--- src/hw/rtl/cds_pkg.sv ---
// ----------------------------------------------------------------------------
// cds_pkg
// Shared types, field widths and calendar helpers for the date setter.
// ----------------------------------------------------------------------------
package cds_pkg;

    localparam int ReqW    = 3;
    localparam int DayW    = 5;
    localparam int MonthW  = 4;
    localparam int YearW   = 12;
    localparam int CursorW = 2;
    localparam int StatusW = 2;
    localparam int CfgIdxW = 1;

    localparam logic [MonthW-1:0] MonthFirst = MonthW'(1);
    localparam logic [MonthW-1:0] MonthLast  = MonthW'(12);
    localparam logic [MonthW-1:0] MonthFeb   = MonthW'(2);
    localparam logic [MonthW-1:0] MonthApr   = MonthW'(4);
    localparam logic [MonthW-1:0] MonthJun   = MonthW'(6);
    localparam logic [MonthW-1:0] MonthSep   = MonthW'(9);
    localparam logic [MonthW-1:0] MonthNov   = MonthW'(11);

    localparam logic [DayW-1:0] DayFirst = DayW'(1);
    localparam logic [DayW-1:0] Days28   = DayW'(28);
    localparam logic [DayW-1:0] Days29   = DayW'(29);
    localparam logic [DayW-1:0] Days30   = DayW'(30);
    localparam logic [DayW-1:0] Days31   = DayW'(31);

    localparam logic [YearW-1:0] YearMinReset = YearW'(2025);
    localparam logic [YearW-1:0] YearMaxReset = YearW'(4095);

    // y is a multiple of 25 iff (y * inverse(25) mod 2^12) <= 4095 / 25
    localparam logic [YearW-1:0] Inv25      = YearW'(3113);
    localparam logic [YearW-1:0] Max25Quot  = YearW'(4095 / 25);

    typedef enum logic [ReqW-1:0] {
        REQ_START = 3'd0,
        REQ_LEFT  = 3'd1,
        REQ_RIGHT = 3'd2,
        REQ_UP    = 3'd3,
        REQ_DOWN  = 3'd4,
        REQ_SAVE  = 3'd5,
        REQ_EXIT  = 3'd6,
        REQ_OTHER = 3'd7
    } req_t;

    typedef enum logic [CursorW-1:0] {
        CUR_DAY   = 2'd0,
        CUR_MONTH = 2'd1,
        CUR_YEAR  = 2'd2
    } cursor_t;

    typedef enum logic [StatusW-1:0] {
        ST_EDIT      = 2'd0,
        ST_SAVED     = 2'd1,
        ST_CANCELLED = 2'd2,
        ST_IGNORED   = 2'd3
    } status_t;

    localparam logic [CfgIdxW-1:0] CFG_YEAR_MIN = 1'b0;
    localparam logic [CfgIdxW-1:0] CFG_YEAR_MAX = 1'b1;

    typedef struct packed {
        logic                active;
        cursor_t             cursor;
        logic [DayW-1:0]     day;
        logic [MonthW-1:0]   month;
        logic [YearW-1:0]    year;
    } cds_state_t;

    function automatic logic is_leap(input logic [YearW-1:0] y);
        logic [2*YearW-1:0] prod;
        logic               div4;
        logic               div16;
        logic               div25;
        prod  = y * Inv25;
        div4  = (y[1:0] == 2'b00);
        div16 = (y[3:0] == 4'b0000);
        div25 = (prod[YearW-1:0] <= Max25Quot);
        return (div4 && !div25) || (div16 && div25);
    endfunction

    function automatic logic [DayW-1:0] month_length(input logic [MonthW-1:0] m,
                                                     input logic [YearW-1:0]  y);
        logic [DayW-1:0] len;
        len = Days31;
        if (m == MonthFeb)
        begin
            len = is_leap(y) ? Days29 : Days28;
        end
        else if (m == MonthApr || m == MonthJun || m == MonthSep || m == MonthNov)
        begin
            len = Days30;
        end
        return len;
    endfunction

endpackage

--- src/hw/rtl/cds_step.sv ---
// ----------------------------------------------------------------------------
// cds_step
// Next-state and status logic for one key or start beat.
// ----------------------------------------------------------------------------
module cds_step (
    input  cds_pkg::cds_state_t             cur,
    input  cds_pkg::req_t                   req,
    input  logic [cds_pkg::DayW-1:0]        start_day,
    input  logic [cds_pkg::MonthW-1:0]      start_month,
    input  logic [cds_pkg::YearW-1:0]       start_year,
    input  logic [cds_pkg::YearW-1:0]       year_min,
    input  logic [cds_pkg::YearW-1:0]       year_max,
    output cds_pkg::cds_state_t             nxt,
    output cds_pkg::status_t                status
);
    import cds_pkg::*;

    logic [MonthW-1:0] cand_month;
    logic [YearW-1:0]  cand_year;
    logic [DayW-1:0]   mlen;
    logic              edit_up;
    logic              edit_down;

    assign edit_up   = cur.active && (req == REQ_UP);
    assign edit_down = cur.active && (req == REQ_DOWN);

    always_comb
    begin
        cand_month = cur.month;
        cand_year  = cur.year;
        if (edit_up && cur.cursor == CUR_MONTH)
        begin
            cand_month = (cur.month >= MonthLast) ? MonthFirst : cur.month + MonthW'(1);
        end
        else if (edit_down && cur.cursor == CUR_MONTH)
        begin
            cand_month = (cur.month <= MonthFirst) ? MonthLast : cur.month - MonthW'(1);
        end
        if (edit_up && cur.cursor == CUR_YEAR)
        begin
            cand_year = (cur.year >= year_max) ? year_min : cur.year + YearW'(1);
        end
        else if (edit_down && cur.cursor == CUR_YEAR)
        begin
            cand_year = (cur.year <= year_min) ? year_max : cur.year - YearW'(1);
        end
    end

    assign mlen = month_length(cand_month, cand_year);

    always_comb
    begin
        nxt    = cur;
        status = ST_EDIT;
        if (req == REQ_START)
        begin
            nxt.active = 1'b1;
            nxt.cursor = CUR_DAY;
            nxt.day    = (start_day == '0) ? DayFirst : start_day;
            if (start_month < MonthFirst)
            begin
                nxt.month = MonthFirst;
            end
            else if (start_month > MonthLast)
            begin
                nxt.month = MonthLast;
            end
            else
            begin
                nxt.month = start_month;
            end
            nxt.year = (start_year < year_min) ? year_min : start_year;
        end
        else if (!cur.active)
        begin
            status = ST_IGNORED;
        end
        else
        begin
            case (req)
                REQ_LEFT:
                begin
                    if (cur.cursor != CUR_DAY)
                    begin
                        nxt.cursor = cursor_t'(CursorW'(cur.cursor) - CursorW'(1));
                    end
                end
                REQ_RIGHT:
                begin
                    if (cur.cursor != CUR_YEAR)
                    begin
                        nxt.cursor = cursor_t'(CursorW'(cur.cursor) + CursorW'(1));
                    end
                end
                REQ_UP, REQ_DOWN:
                begin
                    if (cur.cursor == CUR_DAY)
                    begin
                        if (req == REQ_UP)
                        begin
                            nxt.day = (cur.day >= mlen) ? DayFirst : cur.day + DayW'(1);
                        end
                        else
                        begin
                            nxt.day = (cur.day <= DayFirst) ? mlen : cur.day - DayW'(1);
                        end
                    end
                    else
                    begin
                        nxt.month = cand_month;
                        nxt.year  = cand_year;
                        nxt.day   = (cur.day > mlen) ? mlen : cur.day;
                    end
                end
                REQ_SAVE:
                begin
                    nxt.active = 1'b0;
                    status     = ST_SAVED;
                end
                REQ_EXIT:
                begin
                    nxt.active = 1'b0;
                    status     = ST_CANCELLED;
                end
                default:
                begin
                    status = ST_EDIT;
                end
            endcase
        end
    end

endmodule

--- src/hw/rtl/calendar_date_setter_top.sv ---
// ----------------------------------------------------------------------------
// calendar_date_setter_top
// Button-driven Gregorian date editor: start beat loads a date, key beats
// move the cursor, step day, month or year with wraparound, or save or cancel.
//
//   channel | direction | handshake          | payload
//   --------+-----------+--------------------+----------------------------------
//   in      | sink      | in_valid/in_stall  | req_type, start_day/month/year
//   out     | source    | out_valid/out_stall| day/month/year_out, cursor, status
//   cfg     | sink      | cfg_valid/ready    | cfg_index, cfg_data
//
// One result beat per input beat; out_valid rises once the accepted beat has
// passed from the input register into the result register.
// A new beat is taken every cycle while in_stall is low; the input register, the
// step logic and the result register form the only path, and the editor state
// updates with the result register. Reset clears the session and restores the
// year bounds. out_stall holds a valid result in the result register and, once
// the input register is full, raises in_stall in the same cycle.
// ----------------------------------------------------------------------------
module calendar_date_setter_top (
    input  logic                            clk,
    input  logic                            rst_n,
    input  logic                            in_valid,
    output logic                            in_stall,
    input  logic [cds_pkg::ReqW-1:0]        req_type,
    input  logic [cds_pkg::DayW-1:0]        start_day,
    input  logic [cds_pkg::MonthW-1:0]      start_month,
    input  logic [cds_pkg::YearW-1:0]       start_year,
    output logic                            out_valid,
    input  logic                            out_stall,
    output logic [cds_pkg::DayW-1:0]        day_out,
    output logic [cds_pkg::MonthW-1:0]      month_out,
    output logic [cds_pkg::YearW-1:0]       year_out,
    output logic [cds_pkg::CursorW-1:0]     cursor_out,
    output logic [cds_pkg::StatusW-1:0]     status,
    input  logic                            cfg_valid,
    output logic                            cfg_ready,
    input  logic [cds_pkg::CfgIdxW-1:0]     cfg_index,
    input  logic [cds_pkg::YearW-1:0]       cfg_data
);
    import cds_pkg::*;

    logic              in_vld_reg;
    req_t              req_reg;
    logic [DayW-1:0]   sday_reg;
    logic [MonthW-1:0] smonth_reg;
    logic [YearW-1:0]  syear_reg;

    logic [YearW-1:0]  year_min_reg;
    logic [YearW-1:0]  year_max_reg;

    cds_state_t        state_reg;
    cds_state_t        state_next;
    status_t           status_next;

    logic              out_vld_reg;
    logic [DayW-1:0]   day_reg;
    logic [MonthW-1:0] month_reg;
    logic [YearW-1:0]  year_reg;
    cursor_t           cursor_reg;
    status_t           status_reg;

    logic              out_free;
    logic              fire;
    logic              in_take;

    assign out_free  = !out_vld_reg || !out_stall;
    assign fire      = in_vld_reg && out_free;
    assign in_stall  = in_vld_reg && !out_free;
    assign in_take   = in_valid && !in_stall;
    assign cfg_ready = 1'b1;

    always_ff @(posedge clk or negedge rst_n)
    begin
        if (!rst_n)
        begin
            year_min_reg <= YearMinReset;
            year_max_reg <= YearMaxReset;
        end
        else if (cfg_valid && cfg_ready)
        begin
            case (cfg_index)
                CFG_YEAR_MIN: year_min_reg <= cfg_data;
                CFG_YEAR_MAX: year_max_reg <= cfg_data;
                default:      year_min_reg <= year_min_reg;
            endcase
        end
    end

    always_ff @(posedge clk or negedge rst_n)
    begin
        if (!rst_n)
        begin
            in_vld_reg <= 1'b0;
        end
        else if (in_take)
        begin
            in_vld_reg <= 1'b1;
        end
        else if (fire)
        begin
            in_vld_reg <= 1'b0;
        end
    end

    always_ff @(posedge clk)
    begin
        if (in_take)
        begin
            req_reg    <= req_t'(req_type);
            sday_reg   <= start_day;
            smonth_reg <= start_month;
            syear_reg  <= start_year;
        end
    end

    cds_step u_step (
        .cur         (state_reg),
        .req         (req_reg),
        .start_day   (sday_reg),
        .start_month (smonth_reg),
        .start_year  (syear_reg),
        .year_min    (year_min_reg),
        .year_max    (year_max_reg),
        .nxt         (state_next),
        .status      (status_next)
    );

    always_ff @(posedge clk or negedge rst_n)
    begin
        if (!rst_n)
        begin
            state_reg   <= '0;
            out_vld_reg <= 1'b0;
        end
        else
        begin
            if (fire)
            begin
                state_reg <= state_next;
            end
            if (out_free)
            begin
                out_vld_reg <= in_vld_reg;
            end
        end
    end

    always_ff @(posedge clk)
    begin
        if (fire)
        begin
            day_reg    <= state_next.day;
            month_reg  <= state_next.month;
            year_reg   <= state_next.year;
            cursor_reg <= state_next.cursor;
            status_reg <= status_next;
        end
    end

    assign out_valid  = out_vld_reg;
    assign day_out    = day_reg;
    assign month_out  = month_reg;
    assign year_out   = year_reg;
    assign cursor_out = cursor_reg;
    assign status     = status_reg;

`ifndef NO_ASSERTIONS
    a_stall_needs_beat: assert property (@(posedge clk) disable iff (!rst_n)
        in_stall |-> (in_vld_reg && out_vld_reg))
        else $error("input stall without a held beat");

    a_cursor_range: assert property (@(posedge clk) disable iff (!rst_n)
        out_valid |-> (cursor_out <= CUR_YEAR))
        else $error("cursor out of range");

    a_edit_date_sane: assert property (@(posedge clk) disable iff (!rst_n)
        (out_valid && status == ST_EDIT) |->
            (month_out >= MonthFirst && month_out <= MonthLast && day_out >= DayFirst))
        else $error("editing result with invalid date");

    a_end_closes: assert property (@(posedge clk) disable iff (!rst_n)
        (out_valid && (status == ST_SAVED || status == ST_CANCELLED || status == ST_IGNORED))
            |-> !state_reg.active)
        else $error("session still open after end or ignored key");
`endif

endmodule
--- config.mk ---
export PLATFORM = sky130hd
export DESIGN_NAME = calendar_date_setter_top
export DESIGN_NICKNAME = d
export VERILOG_FILES = /design/src/hw/rtl/cds_pkg.sv /design/src/hw/rtl/cds_step.sv /design/src/hw/rtl/calendar_date_setter_top.sv
export SDC_FILE = /design/constraint.sdc
export NUM_CORES = 1
export LEC_CHECK = 0
export BUFFER_PORTS_ARGS = -buffer_cell sky130_fd_sc_hd__buf_2
export CORE_ASPECT_RATIO = 1.75
export CORE_MARGIN = 2
export CORE_UTILIZATION = 50
export CTS_BUF_LIST = sky130_fd_sc_hd__clkbuf_8
export DETAILED_ROUTE_END_ITERATION = 12
export GPL_TIMING_DRIVEN = 1
export PLACE_DENSITY = 0.72
export SKIP_LAST_GASP = 1
export SYNTH_ARGS = -nofsm -noshare
export SYNTH_HDL_FRONTEND = slang
export SYNTH_SLANG_ARGS = --single-unit
export TNS_END_PERCENT = 10
--- constraint.sdc ---
create_clock -name clk -period 8.5 [get_ports clk]
set_input_delay 0.425 -clock clk [delete_from_list [all_inputs] [get_ports clk]]
set_output_delay 0.425 -clock clk [all_outputs]
set_load 0.005 [all_outputs]
==> flow_metrics.py <==
metrics = {
    "run_status": {
        "run_status": "finished clean",
    },
    "drt": {
        "routed_wl_um": 22500,
        "vias_per_cell": 6.27,
        "firstDrtPassIters": 5,
        "drtIter0Drc": 493,
        "vias": 6775,
        "drc": 0,
        "wl_per_cell_um": 20.8,
        "detail-route-antenna-nets": 0,
    },
    "global_routing": {
        "antenna_found_initial": 0,
        "grt_max_degree": 51,
        "grt_overflow": 0,
        "grt_use_total_pct": 28.0,
        "first_global_vias": 6856,
        "grt_pass1_wl_um": 35700,
    },
    "setup_path": {
        "criticalPathCategory": "reg2reg",
        "cp_slowest_stage_delay_ns": 0.57,
        "crit_fanout": 9,
        "cp-end-kind": "flip-flop",
        "cp-start-kind": "flip-flop",
        "reg2reg_depth": 34,
        "cp_slowest_cell": "dfrtp_1",
        "cp_data_arrival_time_ns": 8.18,
        "critPathRequiredTime_ns": 8.73,
    },
    "timing": {
        "min_period_over_period_pct": 93.4,
        "period_needed_ns": 7.94,
        "finalSetupTns_ns": 0,
        "fin_ws_ns": 0.557,
        "slew_viol_final": 0,
        "whs_ns": 0.162,
        "max_slew.worst_pin.slew_ns": 1.26,
        "fmax_mhz": 126,
        "skew_ns": 0.0175,
        "rsz0062_at_grt": "false",
        "relSlewSlack_pct": 15.4,
        "hold_viol": 0,
        "setup_viol": 0,
    },
    "finish": {
        "final_common_cell": "nand2_1",
        "fin_cells": 1081,
        "nFillCells": 1365,
        "fin_nets": 1015,
        "synthToLayoutAreaGrowth_pct": 10.7,
        "final_cell_mix": "nand2_1, ha_1, buf_2, inv_1, o21ai_0",
        "largest_register_ffs": 24,
        "layout-drive-gt1-share_pct": 18.4,
        "diodes": 0,
    },
    "cts": {
        "cts_buffer_depth": 2,
        "cts.reportedPaths.clkPinSlew_ns": 0.11,
        "worstSkewPairLatency_ns": 0.39,
        "clockRootBuffer": "clkbuf_8",
        "cts_made_buffers": 9,
        "cts_tree": "done",
        "htree_levels": 3,
        "post_cts_buffers": 0,
        "cts.sinks": 99,
    },
    "flow_run": {
        "maxCapViolCount": 0,
    },
    "logic_synthesis": {
        "synth-edff-count": 49,
        "ys.flop_type": "edfxtp_1",
        "synth-seq-area-share_pct": 36.2,
        "yosys_warnings": 0,
        "async_reset_ff_share_pct": 50.5,
        "ys_types": 72,
        "ys_ff_latch": 99,
        "netlist_area_um2": 7590,
        "syn_nets": 954,
        "syn_avg_cell_area_um2": 9.12,
        "synthCells": 832,
    },
    "placed_design": {
        "gp_congestion": 1.01,
        "dp_hpwl_um": 17200,
        "dp.cells": 1065,
        "io_buffers": 68,
        "dp_worst_setup_slack_ns": 0.356,
    },
    "min_path": {
        "worst_hold_path_type": "in2async",
    },
    "die": {
        "io_pins": 70,
        "fp.dieW_um": 97.1,
        "fp.dieH_um": 167,
        "dieArea_um2": 16200,
        "start_util_pct": 51.2,
        "num_rows": 59,
        "core-area_um2": 14800,
    },
    "power_and_ir_drop": {
        "p_leak_nw": 3.58,
        "p_total_mw": 2.89,
        "vdd_drop_max_mv": 0.125,
        "p_per_area_nw_per_um2": 344,
    },
}
-- cells in the mapped netlist, types with 15 or more instances --
| library cell | instances | share of area [%] |
|---|---|---|
| ha_1 | 74 | 12 |
| mux2_2 | 17 | 2.5 |
| mux2i_1 | 24 | 3.2 |
| nand2_1 | 82 | 4.1 |
| nand3_1 | 16 | 1.1 |
| clkbuf_1 | 29 | 1.4 |
| inv_1 | 60 | 3.0 |
| o31ai_1 | 15 | 1.5 |
| a211oi_1 | 26 | 2.6 |
| o21ai_0 | 57 | 3.8 |
| a21oi_1 | 50 | 3.3 |
| o211ai_1 | 15 | 1.5 |
| nor3_1 | 16 | 1.1 |
| xnor2_1 | 18 | 2.1 |
| dfrtp_1 | 30 | 9.9 |
| nor2_1 | 56 | 2.8 |
| dfstp_2 | 20 | 6.9 |
| edfxtp_1 | 49 | 19 |
-- metrics by stage --
stage | cell area (um^2) | utilization, %
after floorplan | 7590 | -
after global placement | 8170 | 55.1
after detailed placement | 8170 | 55.1
after CTS | 8390 | 56.5
after global routing | 8410 | 56.7
final | 8410 | 56.7
-- timing repair --
action	CTS	global route
gates resized for setup	0	3
hold buffers	0	0
endpoints found under the setup margin	0	2
-- area by class of cell --
type	instances	area, um^2	area share, %
tap	183	229	2.72
multi-input combinational	630	4460	53.1
sequential	99	2750	32.7
clock inverter	6	82.6	0.982
clock buffer	10	138	1.64
inverter	61	229	2.72
timing repair buffer	92	520	6.19
-- per-layer routing --
layer | vias up | wire (um) | GRT usage, %
met5 | - | 0 | 0
met4 | 0 | 1890 | 20.3
met3 | 125 | 1210 | 4.53
met2 | 310 | 11700 | 50.9
met1 | 3186 | 7720 | 28.4
li1 | 3154 | - | -
-- kinds of logic (layout without fill, tap and decap cells) --
| family | count (synthesis) | after routing | synth area share [%] |
|---|---|---|---|
| AND/OR/NAND/NOR | 258 | 258 | 16.9 |
| other | 1 | 1 | 0.0494 |
| buffers and inverters | 103 | 169 | 5.32 |
| AO/OA/AOI/OAI | 225 | 225 | 19.2 |
| adder cells (fa/ha/maj) | 80 | 80 | 13.8 |
| multiplexers | 41 | 41 | 5.69 |
| XOR/XNOR | 25 | 25 | 2.88 |
| flip-flops | 99 | 99 | 36.2 |
-- path summary, 6_finish.rpt --
check | start | endpoint | slack, ns
worst max register to register | state_reg[10] | day_out[0] | 0.56
min in group clk | start_year[5] | syear_reg[5] | 0.20
max in group asynchronous | rst_n | year_min_reg[11] | 7.87
worst max-delay path | state_reg[10] | day_out[0] | 0.56
worst min register to register | in_vld_reg | out_valid | 0.51
worst min-delay path | rst_n | state_reg[21] | 0.16
-- worst max-delay path: cells and delay by family (launching register included) --
family,cells,cell delay (ns)
flops,1,0.57
xor+xnor,2,0.46
buf+inv,4,0.39
fa+ha+maj,6,2.13
simple gates,10,1.76
compound gates,12,2.45
-- power by group --
group	internal (mW)	switching (mW)	total, mW
Sequential	0.629	0.157	0.786
Clock	0.150	0.190	0.340
Combinational	0.738	1.03	1.77
Note: power is estimated with default switching activity, not from simulation.
